<file path="config.mk">
export PLATFORM = sky130hd
export DESIGN_NAME = mstk_ctrl
export DESIGN_NICKNAME = d
export VERILOG_FILES = /design/src/sv/mstk_pkg.sv /design/src/sv/mstk_ctrl.sv
export VERILOG_INCLUDE_DIRS = /design/src /design/src/sv
export SDC_FILE = /design/constraint.sdc
export NUM_CORES = 1
export LEC_CHECK = 0
export BUFFER_PORTS_ARGS = -buffer_cell sky130_fd_sc_hd__buf_4
export CAP_MARGIN = 20
export CORE_MARGIN = 2
export CORE_UTILIZATION = 51
export CTS_BUF_LIST = sky130_fd_sc_hd__clkbuf_4 sky130_fd_sc_hd__clkbuf_8
export DETAILED_ROUTE_END_ITERATION = 8
export GPL_ROUTABILITY_DRIVEN = 0
export PLACE_DENSITY_LB_ADDON = 0.1
export SLEW_MARGIN = 10
export SYNTH_ARGS = -nofsm -noshare
export SYNTH_HDL_FRONTEND = slang
export SYNTH_SLANG_ARGS = --single-unit
</file>
<file path="constraint.sdc">
create_clock -name clk -period 9.41 [get_ports clk]
set_input_delay 2.823 -clock clk [delete_from_list [all_inputs] [get_ports clk]]
set_output_delay 2.823 -clock clk [all_outputs]
set_load 0.05 [all_outputs]
</file>
<file path="src/sv/assert_macros.svh">
// assertion macros shared by the rtl files
`ifndef ASSERT_MACROS_SVH
`define ASSERT_MACROS_SVH
// implication checked on every clock edge outside reset
`define ASSERT_IMPL(label, clk, rst_n, ante, cons) \
  label: assert property (@(posedge clk) disable iff (!rst_n) (ante) |-> (cons)) \
    else $error("assertion failed");
// implication with the consequent checked on the next clock edge
`define ASSERT_NEXT(label, clk, rst_n, ante, cons) \
  label: assert property (@(posedge clk) disable iff (!rst_n) (ante) |=> (cons)) \
    else $error("assertion failed");
`endif

</file>
<file path="src/sv/mstk_pkg.sv">
// shared types and constants of the spanning tree block
package mstk_pkg;
  localparam int MaxNodes  = 64;
  localparam int MaxEdges  = 2048;
  localparam int CountBits = 16;
  localparam int NodeW     = $clog2(MaxNodes);
  localparam int AddrW     = $clog2(MaxEdges);
  localparam int FillW     = AddrW + 1;
  localparam int EdgeW     = 2 * NodeW + CountBits;

  localparam logic [0:0] CfgNodeCount  = 1'b0;
  localparam logic [0:0] CfgMinMatches = 1'b1;

  // controller to datapath
  typedef struct packed {
    logic load;       // write the input edge if it passes the filter
    logic scan_start; // begin a max search over untaken edges
    logic scan_step;  // advance the search by one entry
    logic mark_best;  // set taken bit of best
    logic forest_clr; // reset one forest node and the tree size (sweep step)
    logic find_step;  // one hop of the root walk
    logic find_init;  // start the root walks from best endpoints
    logic merge;      // link roots and count
    logic run_done;   // empty the store
  } mstk_cmd_t;

  // datapath to controller
  typedef struct packed {
    logic scan_end;   // search passed the fill count
    logic have;       // search found an entry
    logic roots_done; // both walks reached their roots
    logic differ;     // roots differ
    logic tree_full;  // limit reached
    logic clr_end;    // clear sweep finished
  } mstk_sts_t;
endpackage

</file>
<file path="src/sv/mstk_ctrl.sv">
// run sequencer and result register
`include "assert_macros.svh"
module mstk_ctrl import mstk_pkg::*; (
  input  logic                 clk,
  input  logic                 rst_n,
  input  logic                 in_valid,
  output logic                 in_stall,
  input  logic                 in_last,
  output mstk_cmd_t            cmd,
  input  mstk_sts_t            sts,
  input  logic [NodeW-1:0]     best_a,
  input  logic [NodeW-1:0]     best_b,
  input  logic [CountBits-1:0] best_cnt,
  output logic                 out_valid,
  input  logic                 out_stall,
  output logic [NodeW-1:0]     out_a,
  output logic [NodeW-1:0]     out_b,
  output logic [CountBits-1:0] out_cnt,
  output logic                 out_none,
  output logic                 out_final
);
  typedef enum logic [2:0] {S_LOAD, S_CLR, S_SCAN, S_PICK, S_FIND, S_EMIT, S_END}
    state_t;
  state_t state_r, state_nxt;
  logic   took_r, took_nxt;
  logic   ov_r, ov_nxt;
  logic [NodeW-1:0]     oa_r, oa_nxt, ob_r, ob_nxt;
  logic [CountBits-1:0] oc_r, oc_nxt;
  logic   on_r, on_nxt, of_r, of_nxt;
  logic   out_acc;
  logic   free;

  // a held back edge stays in the register until it is shown and taken
  assign out_acc  = out_valid && !out_stall;
  assign free     = !ov_r || out_acc;
  assign in_stall = (state_r != S_LOAD);

  always_comb begin
    cmd = '0;
    state_nxt = state_r; took_nxt = took_r;
    ov_nxt = ov_r && !out_acc;
    oa_nxt = oa_r; ob_nxt = ob_r; oc_nxt = oc_r; on_nxt = on_r; of_nxt = of_r;
    unique case (state_r)
      S_LOAD: begin
        if (in_valid) begin
          cmd.load = 1'b1;
          if (in_last) begin
            cmd.scan_start = 1'b1;
            took_nxt = 1'b0;
            state_nxt = S_CLR;
          end
        end
      end
      S_CLR: begin
        cmd.forest_clr = !sts.clr_end;
        if (sts.clr_end) begin
          cmd.scan_start = 1'b1;
          state_nxt = S_SCAN;
        end
      end
      S_SCAN: begin
        if (sts.tree_full) state_nxt = S_END;
        else if (sts.scan_end) state_nxt = sts.have ? S_PICK : S_END;
        else cmd.scan_step = 1'b1;
      end
      S_PICK: begin
        cmd.mark_best = 1'b1;
        cmd.find_init = 1'b1;
        state_nxt = S_FIND;
      end
      S_FIND: begin
        if (!sts.roots_done) cmd.find_step = 1'b1;
        else if (!sts.differ) begin
          cmd.scan_start = 1'b1;
          state_nxt = S_SCAN;
        end else state_nxt = S_EMIT;
      end
      S_EMIT: begin
        // hold each edge until the output register frees, final set at end
        if (free) begin
          cmd.merge = 1'b1;
          cmd.scan_start = 1'b1;
          ov_nxt = 1'b1; oa_nxt = best_a; ob_nxt = best_b; oc_nxt = best_cnt;
          on_nxt = 1'b0; of_nxt = 1'b0;
          took_nxt = 1'b1;
          state_nxt = S_SCAN;
        end
      end
      S_END: begin
        if (took_r) begin
          // mark the already emitted edge as last: it still waits in the register,
          // since held back emits keep it from being taken before now
          of_nxt = 1'b1;
          cmd.run_done = 1'b1;
          state_nxt = S_LOAD;
        end else if (free) begin
          ov_nxt = 1'b1; oa_nxt = '0; ob_nxt = '0; oc_nxt = '0;
          on_nxt = 1'b1; of_nxt = 1'b1;
          cmd.run_done = 1'b1;
          state_nxt = S_LOAD;
        end
      end
      default: state_nxt = S_LOAD;
    endcase
  end

  // a taken edge is shown only after the next decision, so final can be set
  // on the register: out_valid is withheld while the run is still searching
  logic shown_r, shown_nxt;
  always_comb begin
    shown_nxt = shown_r;
    if (state_r == S_EMIT && free) shown_nxt = 1'b0;
    else if ((state_r == S_FIND && sts.roots_done && sts.differ) ||
             state_r == S_END) shown_nxt = 1'b1;
  end

  always_ff @(posedge clk) begin
    if (!rst_n) begin
      state_r <= S_LOAD; took_r <= 1'b0; ov_r <= 1'b0; shown_r <= 1'b1;
    end else begin
      state_r <= state_nxt; took_r <= took_nxt; ov_r <= ov_nxt; shown_r <= shown_nxt;
    end
    oa_r <= oa_nxt; ob_r <= ob_nxt; oc_r <= oc_nxt; on_r <= on_nxt; of_r <= of_nxt;
  end

  assign out_valid = ov_r && shown_r;
  assign out_a = oa_r;
  assign out_b = ob_r;
  assign out_cnt = oc_r;
  assign out_none = on_r;
  assign out_final = of_r;

  `ASSERT_IMPL(a_no_load_busy, clk, rst_n, state_r != S_LOAD, in_stall)
  `ASSERT_IMPL(a_none_final, clk, rst_n, out_valid && out_none, out_final)
  `ASSERT_NEXT(a_end_load, clk, rst_n, state_r == S_END && took_r, state_r == S_LOAD)
endmodule

</file>
# ---- Yosys cells after proc, flatten, opt, wreduce, memory -nomap -nowiden
# Cells that the tools add are included.
dict set report classes {
  n_addsub 0
  n_mul 0
  div 0
  magnitude_cmp 0
  n_eq_ne 15
  n_shift 0
  n_mux 54
  n_bitwise 0
  n_reduce_logical 21
}
# cell n
set op_table {}
lappend op_table {{$mux W16} 3}
lappend op_table {{$mux W3} 11}
lappend op_table {{$pmux W16 S2} 1}
lappend op_table {{$mux W1} 26}
lappend op_table {{$mux W6} 4}
lappend op_table {{$pmux W6 S2} 2}
lappend op_table {{$pmux W3 S7} 1}
lappend op_table {{$ne A2 B2 Y1 const B} 7}
lappend op_table {{$eq A3 B3 Y1 const B} 3}
lappend op_table {{$pmux W1 S2} 4}
lappend op_table {{$reduce_and A4 Y1} 2}
lappend op_table {{$reduce_and A7 Y1} 1}
lappend op_table {{$eq A3 B2 Y1 const B} 2}
lappend op_table {{$logic_and A1 B1 Y1} 6}
lappend op_table {{$ne A3 B3 Y1 const B} 2}
lappend op_table {{$reduce_bool A2 Y1} 3}
lappend op_table {{$logic_not A1 Y1} 4}
lappend op_table {{$pmux W1 S4} 1}
lappend op_table {{$eq A3 B1 Y1 const B} 1}
lappend op_table {{$logic_not A3 Y1} 1}
lappend op_table {{$reduce_and A3 Y1} 1}
lappend op_table {{$reduce_bool A3 Y1} 1}
lappend op_table {{$logic_or A1 B1 Y1} 2}
lappend op_table {{$mux W2} 1}
dict set report word_totals {
  reg_bits 36
  latch_bits 0
  ramBits 0
  romBits 0
  input_bits 39
  out_inout_bits 41
  elab_cells 99
  mem_count 0
}

# ---- Depth between registers and ports, before layout
# Gate-level depths: netlist (run 1).
dict set report depth {
  depth_word 7
  depth_mapped 5
  ltp_nobuf 4
}

# ---- Least setup slack after synthesis (run 1)
# OpenSTA, ideal clock, no wires.
dict set report synth_timing {
  path_kind {in2out}
  start {input port out_stall}
  end {output port cmd[7] (netlist name)}
  arrival_ns 4.377
  t_required_ns 6.587
  path_slack_ns 2.210
  path_stages 4
  n_path_buf 0
  cell_sequence {nand2b_1 -> nand3_1 -> o21ai_0 -> a211oi_1}
}
# item line
set synth_rtl {}
lappend synth_rtl {{start: declaration} mstk_ctrl.sv:15} ;# input logic out_stall,
lappend synth_rtl {{end: declaration} mstk_ctrl.sv:9} ;# output mstk_cmd_t cmd,

==> results of run 1 <==
==> power breakdown <==
part           switching, uW  internal, uW
Clock                   46.2          30.4
Combinational           85.0          55.3
Sequential              16.1           181
Total                    147           267
==> stage by stage <==
stage / hold slack (ps) / utilization / setup slack, ps / total power, uW / instance area (um2)
after floorplan: 491.6 / - / 2210 / 303.8 / 1634
after global placement: 503.5 / 0.7340 / 2732 / 336.9 / 2241
after detailed placement: 530.1 / 0.7340 / 2706 / 341.1 / 2241
after CTS: 544.6 / 0.7504 / 2700 / 418.8 / 2291
after global routing: 587.4 / 0.7504 / 2629 / 434.8 / 2291
final: 535.4 / 0.7504 / 2696 / 413.9 / 2291
==> layer usage <==
layer	vias to the layer above	routed length, um	part of all wire
li1	628	-	-
met2	49	1617	0.50
met4	0	67	0.021
met1	579	1283	0.40
met5	-	0	0
met3	7	247	0.077
==> registers in the layout, indices dropped and copies added, names as in the netlist <==
name       flops
ov_r           1
out_b          6
out_none       1
out_cnt       16
out_a          6
shown_r        1
took_r         1
out_final      1
state_r        3
==> cells in the final DEF (no fill, tap or decap), types with 2 or more instances in the layout <==
cell      count
a21boi_0      2
mux2i_1       2
nor2_1        7
clkbuf_4      6
and2_1       30
buf_4        79
edfxtp_1     30
dfxtp_1       6
o21ai_0       4
nand3_1       3
nand2b_1      3
inv_1         4
nand2_1      10
or3b_1        2
a21oi_1       2
==> final timing paths <==
path              endpoint  slack, ps        from  cells past startpoint
hold reg to reg    shown_r        540     shown_r                      2
setup reg to reg  out_a[0]       7150  state_r[2]                      2
hold / removal     shown_r        540     shown_r                      2
setup / recovery    cmd[7]       2700   out_stall                      6
==> area by class of cell <==
type / instances / area [um2]
inverter: 4 / 15.01
timing repair buffer: 79 / 593.1
tap: 44 / 55.05
fill: 219 / 762.0
clock buffer: 6 / 45.04
clock inverter: 1 / 5.005
multi-input combinational: 86 / 556.8
sequential: 36 / 1021
==> kinds of logic after synthesis <==
group,count (synthesis),synth area share
muxes,2,0.01225
AOI/OAI and AO/OA,19,0.09112
and+or+nand+nor,65,0.2305
buffers and inverters,13,0.04134
DFF,36,0.6248
==> worst max-delay path, stage by stage <==
cell and delay, ps:
buf_4 100, nand2b_1 230, nand3_1 130, o21ai_0 90
a211oi_1 270, buf_4 240
==> flow_summary.yaml, run 1 <==
outcome:
  outcome: "complete, no violations"
setup_path:
  cp_data_arrival_time_ps: 3890
  crit_type: "in2out"
  start_kind: "primary input"
  cp_max_fo: 4
  critPathCaptureType: "output pin"
  required_ps: 6590
clocking:
  clockRootBuffer: "clkbuf_4"
  h-tree-depth: 2
  clock_latency_ps: 320
  cts_setup_buffers: 0
  cts.sinks: 36
  cts.path.max_buffers: 2
  cts_tree: "built"
  cts_resized: 0
  ctsHoldBuffers: 0
  cts_made_buffers: 5
  cts.clk_slew.worst_paths_ps: 100
global_routing:
  grt_pass1_vias: 1122
  use_met1: 0.2275
  grt_pass1_wl_um: 4892
  antenna_found_initial: 0
  use_met2: 0.2919
  grt_usage: 0.1832
  grt_max_degree: 31
  use_met3: 0.06183
  grt_overflow: 0
  busiest_layer: "met2"
routing:
  drtIter0Drc: 22
  routedWlPerCell_um: 12.56
  ant_nets: 0
  routed_wl_um: 3216
  dr.pass1.iters: 4
  drcViolationCount: 0
  via_per_inst: 4.934
  vias: 1263
power_and_ir_drop:
  p_per_area_nw_per_um2: 180.7
  leakage_uw: 0.0009714
  vdd_ir_drop_max_uv: 121.8
sta:
  rsz0062_at_grt: "no"
  layout_worst_path_cycle_share: 0.7135
  final-hold-violation-count: 0
  skew_ps: 1.818
  relSlewSlack: 0.4092
  setup_viol: 0
  max_freq_mhz: 148.9
  maxSlewViolCount: 0
  period_minus_slack_ps: 6714
  fin_setup_tns_ps: 0
  worstMarginPinSlew_ps: 884.2
logic_synthesis:
  syn_area_um2: 1634
  ys.flop_type: "edfxtp_1"
  ys_warn_count: 0
  synthCells: 135
  ys_ff_latch: 36
  avgSynthCellArea_um2: 12.10
  yosysTopAreaCell: "edfxtp_1"
  synth_top_area_frac: 0.5513
  synthArstFlopShare: 0
  synth_fp_nets: 174
  yosysUniqueCellTypes: 39
  synth_commonest_cells: "30 x and2_1, 30 x edfxtp_1, 10 x nand2_1"
  synth_edf_count: 30
  ys_seq_area_frac: 0.6248
  synthTopCellsByArea: "edfxtp_1 55%, and2_1 11%, dfxtp_1 7.4%"
layout:
  area_growth_pct: 40.20
  diodes: 0
  final_layout_size_suffix_gt1_frac: 0.4292
  finalNetCount: 251
  final-instance-count-excl-fill: 256
place:
  io_buffers: 79
  placedCellCount: 249
  dp_hpwl_um: 2362
run:
  cap_viol_max_count: 0
floorplan:
  rows: 20
  fp.coreArea_um2: 3053
  initial_core_util: 0.5352
  num_io_pins: 80
  die_y_um: 60.61
  die_area_um2: 3673
  die_w_um: 60.61
worst_hold_path:
  holdCritPathClass: "reg2reg"
Note: power is estimated with default switching activity, not from simulation.
==> run 2, diff against run 1 <==
--- a/config.mk
+++ b/config.mk
@@ -6,10 +6,11 @@
 export SDC_FILE = /design/constraint.sdc
 export NUM_CORES = 1
 export LEC_CHECK = 0
+export ABC_AREA = 1
 export BUFFER_PORTS_ARGS = -buffer_cell sky130_fd_sc_hd__buf_4
 export CAP_MARGIN = 20
 export CORE_MARGIN = 2
-export CORE_UTILIZATION = 51
+export CORE_UTILIZATION = 43
 export CTS_BUF_LIST = sky130_fd_sc_hd__clkbuf_4 sky130_fd_sc_hd__clkbuf_8
 export DETAILED_ROUTE_END_ITERATION = 8
 export GPL_ROUTABILITY_DRIVEN = 0
==> constraint.sdc (replaced) <==
create_clock -name clk -period 6.1 [get_ports clk]
set_input_delay 1.83 -clock clk [delete_from_list [all_inputs] [get_ports clk]]
set_output_delay 1.83 -clock clk [all_outputs]
set_load 0.05 [all_outputs]
==> flow_summary.yaml, run 2 <==
layout:
  area_growth_pct: 41.88
  diodes: 0
  nFillCells: 348
  final_layout_size_suffix_gt1_frac: 0.3692
  final_cell_mix: "80 x buf_4, 45 x inv_1, 43 x nand2_1"
  regArea_um2: 1021
  final_common_cell: "buf_4"
  finalNetCount: 299
  final-instance-count-excl-fill: 308
  post-route-cell-area_um2: 2404
  largest_reg_flops: 16
  multi_input_area_um2: 466.7
  fin_util: 0.6468
global_routing:
  grt_overflow: 0
  antenna_found_initial: 0
  grt_usage: 0.1484
  grt_max_degree: 34
  grt_pass1_vias: 1179
  grt_pass1_wl_um: 5009
worst_hold_path:
  holdCritPathClass: "reg2reg"
  hold_start: "shown_r"
  holdPathEnd: "shown_r"
  hold_depth: 2
clocking:
  clock_latency_ps: 270
  h-tree-depth: 2
  cts.clk_slew.worst_paths_ps: 60
  cts_setup_buffers: 0
  ctsHoldBuffers: 0
  cts.path.max_buffers: 2
  cts.sinks: 36
  cts_resized: 0
  cts_made_buffers: 5
  cts_tree: "built"
  clockRootBuffer: "clkbuf_8"
setup_path:
  cp_data_arrival_time_ps: 2740
  critPathCaptureType: "output pin"
  rrSetupSlack_ps: 3900
  crit_type: "in2out"
  critical_path.cell_chain: "buf_4 -> o21ai_0 -> nand2_1 -> nand2_1 -> a21oi_1 -> o31ai_1 -> buf_4"
  r2r-end: "out_cnt[13]"
  reg2regPathDepth: 5
  cpLargestDelayFamily: "buffers and inverters"
  worst-path-buf-inv: 2
  required_ps: 4270
  cp_max_fo: 4
  slowest_delay_ps: 240
  worst-path-stages: 7
  r2r_start: "state_r[1]"
  cp_slowest_cell: "buf_4"
  start_kind: "primary input"
routing:
  routed_wl_um: 3189
  drcViolationCount: 0
  dr.pass1.iters: 4
  vias: 1385
  via_per_inst: 4.497
  ant_nets: 0
  drtIter0Drc: 89
  routedWlPerCell_um: 10.35
floorplan:
  initial_core_util: 0.4559
  rows: 22
  die_y_um: 66.77
  die_w_um: 66.77
  fp.coreArea_um2: 3716
  num_io_pins: 80
  die_area_um2: 4458
run:
  cap_viol_max_count: 0
place:
  dp_hpwl_um: 2404
  postPlaceCellArea_um2: 2327
  io_buffers: 79
  placedCellCount: 301
logic_synthesis:
  synth_edf_count: 30
  yosysUniqueCellTypes: 23
  synth_commonest_cells: "45 x inv_1, 43 x nand2_1, 30 x edfxtp_1"
  synthCells: 179
  ys_warn_count: 0
  ys.flop_type: "edfxtp_1"
  ys_seq_area_frac: 0.6027
  syn_area_um2: 1694
  yosysMostFrequentCell: "inv_1"
  synth_fp_nets: 218
  synth_top_area_frac: 0.5318
  synthArstFlopShare: 0
  avgSynthCellArea_um2: 9.464
  synthTopCellsByArea: "edfxtp_1 53%, inv_1 10%, nand2_1 9.5%"
  ys_ff_latch: 36
  yosysTopAreaCell: "edfxtp_1"
power_and_ir_drop:
  p_per_area_nw_per_um2: 419.2
  vdd_ir_drop_max_uv: 252.6
  p_seq_frac: 0.364
  comb_power_share: 0.489
  pwr-share-clk: 0.147
  leakage_uw: 0.001318
  p_int_uw: 550.5
  switching_share: 0.4537
  power_switching_uw: 457.1
sta:
  period_minus_slack_ps: 4569
  fin_setup_tns_ps: 0
  skew_ps: 2.905
  relSlewSlack: 0.6530
  rsz0062_at_grt: "no"
  maxSlewViolCount: 0
  worstMarginPinSlew_ps: 519.8
  setup_viol: 0
  max_freq_mhz: 218.9
  hold_slack_ps: 509.2
  layout_worst_path_cycle_share: 0.7490
  final-hold-violation-count: 0
outcome:
  outcome: "complete, no violations"
==> run 2: cell types whose count changed after synthesis, moves of 3 or more <==
cell / delta
nand2b_1: -3
and2_1: -30
a21oi_1: +4
nand3_1: +8
nor2_1: +4
inv_1: +41
nand2_1: +33
==> run 2: cells by family after synthesis <==
family / after synthesis / synth area share
simple gates: 74 / 0.2112
flops: 36 / 0.6027
compound gates: 16 / 0.05687
buf+inv: 53 / 0.1292
==> run 2: per-stage QoR <==
stage               setup slack, ps  total power (uW)
floorplan                      1176             742.8
global placement               1556             862.0
detailed placement             1534             867.7
CTS                            1522              1016
global route                   1381              1071
finish                         1531              1008
==> run 2: how the worst max path moves through the flow <==
stage / slack, ps / from / end
final: 1530 / out_stall / cmd[7]
after global routing: 1380 / out_stall / cmd[7]
after CTS: 1520 / out_stall / cmd[7]
after detailed placement: 1530 / out_stall / cmd[7]
after global placement: 1560 / out_stall / cmd[0]
after floorplan: 1180 / in_valid / cmd[7]
==> run 2: final cells by class <==
| type | count | share of cell area |
|---|---|---|
| multi-input combinational | 90 | 0.1942 |
| inverter | 47 | 0.07444 |
| clock buffer | 5 | 0.02863 |
| tap | 48 | 0.02499 |
| clock inverter | 2 | 0.003123 |
| sequential | 36 | 0.4248 |
| timing repair buffer | 80 | 0.2499 |
==> run 2: tightest hold or removal path, stage by stage (launching register included) <==
cell and delay [ps]:
dfxtp_1 330, o21ai_0 100, nand2_1 60
==> run 2: layer usage <==
layer	part of all wire	up-vias	global-route usage
met2	0.49	53	0.2463
met1	0.41	615	0.1851
met5	0	-	0
met3	0.086	4	0.03547
li1	-	713	-
met4	0.012	0	0.06122
==> run 2: power groups by stage <==
stage          Combinational (uW)  Sequential (uW)  Clock, uW
2_1_floorplan                 305              438          0
3_3_place_gp                  491              371          0
3_5_place_dp                  495              372          0
4_1_cts                       497              367        152
5_1_grt                       535              372        164
6_report                      493              367        148
==> run 3, diff against run 2 <==
--- a/config.mk
+++ b/config.mk
@@ -10,7 +10,7 @@
 export BUFFER_PORTS_ARGS = -buffer_cell sky130_fd_sc_hd__buf_4
 export CAP_MARGIN = 20
 export CORE_MARGIN = 2
-export CORE_UTILIZATION = 43
+export CORE_UTILIZATION = 48
 export CTS_BUF_LIST = sky130_fd_sc_hd__clkbuf_4 sky130_fd_sc_hd__clkbuf_8
 export DETAILED_ROUTE_END_ITERATION = 8
 export GPL_ROUTABILITY_DRIVEN = 0
==> constraint.sdc (replaced) <==
create_clock -name clk -period 4.3 [get_ports clk]
set_input_delay 1.29 -clock clk [delete_from_list [all_inputs] [get_ports clk]]
set_output_delay 1.29 -clock clk [all_outputs]
set_load 0.05 [all_outputs]
==> flow_summary.yaml, run 3 (same netlist as run 2, synthesis figures left out) <==
sta:
  skew_ps: 4.027
  layout_worst_path_cycle_share: 0.8150
  rsz0062_at_grt: "no"
  period_minus_slack_ps: 3504
  final-hold-violation-count: 0
  worstMarginPinSlew_ps: 647.1
  relSlewSlack: 0.5672
  setup_slack_ps: 795.6
  max_freq_mhz: 285.4
  setup_viol: 0
  fin_setup_tns_ps: 0
  maxSlewViolCount: 0
routing:
  routed_wl_um: 3061
  wl_met1_um: 1277
  ant_nets: 0
  via_per_inst: 4.466
  top_layer: "met4"
  wl_met3_um: 268
  routedWlPerCell_um: 9.971
  vias: 1371
  dr.pass1.iters: 4
  met2_length_um: 1484
  drcViolationCount: 0
  drtIter0Drc: 84
setup_path:
  cp_max_fo: 5
  r2r_start: "state_r[1]"
  start_kind: "primary input"
  cp_data_arrival_time_ps: 2210
  r2r-end: "out_b[3]"
  critPathCaptureType: "output pin"
  crit_type: "in2out"
  rrSetupSlack_ps: 1760
  reg2regPathDepth: 5
  required_ps: 3010
power_and_ir_drop:
  comb_power_share: 0.480
  p_int_uw: 801.6
  p_per_area_nw_per_um2: 602.2
  p_seq_frac: 0.359
  pwr-share-clk: 0.161
  vdd_ir_drop_max_uv: 458.9
  power_switching_uw: 646.4
  switching_share: 0.4464
  leakage_uw: 0.001325
layout:
  final_common_cell: "buf_4"
  fin_util: 0.7150
  final-instance-count-excl-fill: 307
  final_layout_size_suffix_gt1_frac: 0.3793
  finalNetCount: 299
  diodes: 0
  area_growth_pct: 41.95
  largest_reg_flops: 16
  final_cell_mix: "80 x buf_4, 45 x inv_1, 43 x nand2_1"
global_routing:
  grt_pass1_wl_um: 5299
  grt_overflow: 0
  grt_max_degree: 34
  antenna_found_initial: 0
  grt_pass1_vias: 1272
  grt_usage: 0.1706
place:
  placedCellCount: 299
  io_buffers: 79
  dp_hpwl_um: 2310
  place_ws_ps: 811.9
clocking:
  cts_made_buffers: 5
  cts.sinks: 36
  clock_latency_ps: 330
  h-tree-depth: 2
  cts_resized: 0
  cts_setup_buffers: 0
  ctsHoldBuffers: 0
  cts.path.max_buffers: 2
  clockRootBuffer: "clkbuf_4"
  cts.clk_slew.worst_paths_ps: 100
  cts_tree: "built"
worst_hold_path:
  hold_start: "shown_r"
  holdCritPathClass: "reg2reg"
  hold_depth: 2
  holdPathEnd: "shown_r"
floorplan:
  initial_core_util: 0.5037
  die_w_um: 63.41
  die_area_um2: 4021
  die_y_um: 63.41
  fp.coreArea_um2: 3363
  num_io_pins: 80
  rows: 21
run:
  cap_viol_max_count: 0
outcome:
  outcome: "complete, no violations"
-- run 3: cell types whose count changed in the layout (fill, tap and decap cells not counted), sizes merged --
cell	change
bufinv	+1
clkbuf	+1
clkinv	-1
-- run 3: metal layers --
layer,up-vias,track usage
met3,5,0.06607
met2,54,0.3026
met5,-,0
met1,599,0.1887
li1,713,-
met4,0,0.04891
-- run 3: cell type report --
cell class                 count  area [um2]
clock buffer                   6       45.04
inverter                      47       178.9
tap                           46       57.56
sequential                    36        1021
timing repair buffer          80       600.6
clock inverter                 2       35.03
fill                         282       958.4
multi-input combinational     90       466.7
-- run 3: power by group through the flow --
stage          registers (uW)  logic, uW  clock network [uW]
6_report                  519        695                 234
5_1_grt                   526        763                 254
4_1_cts                   520        700                 240
3_5_place_dp              528        698                   0
3_3_place_gp              527        694                   0
2_1_floorplan             619        435                   0
-- run 3: through the flow --
stage          hold WS, ps  power (uW)  cell area [um2]
5_1_grt              551.7        1544             2405
4_1_cts              511.6        1460             2405
6_report             511.3        1448             2405
3_5_place_dp         484.0        1226             2325
3_3_place_gp         468.4        1221             2325
2_1_floorplan        446.9        1053             1699
-- run 3: worst max-delay path, cell delays in order --
cell     delay [ps]
buf_4           100
o21ai_0         210
inv_1           180
a21oi_1         190
buf_4           240
-- run 3: worst max-delay path by stage --
stage / start / to / slack [ps]
2_1_floorplan: in_valid / cmd[7] / 460
3_3_place_gp: out_stall / cmd[0] / 840
3_5_place_dp: out_stall / cmd[0] / 810
4_1_cts: out_stall / cmd[0] / 810
5_1_grt: out_stall / cmd[0] / 680
6_report: out_stall / cmd[0] / 800
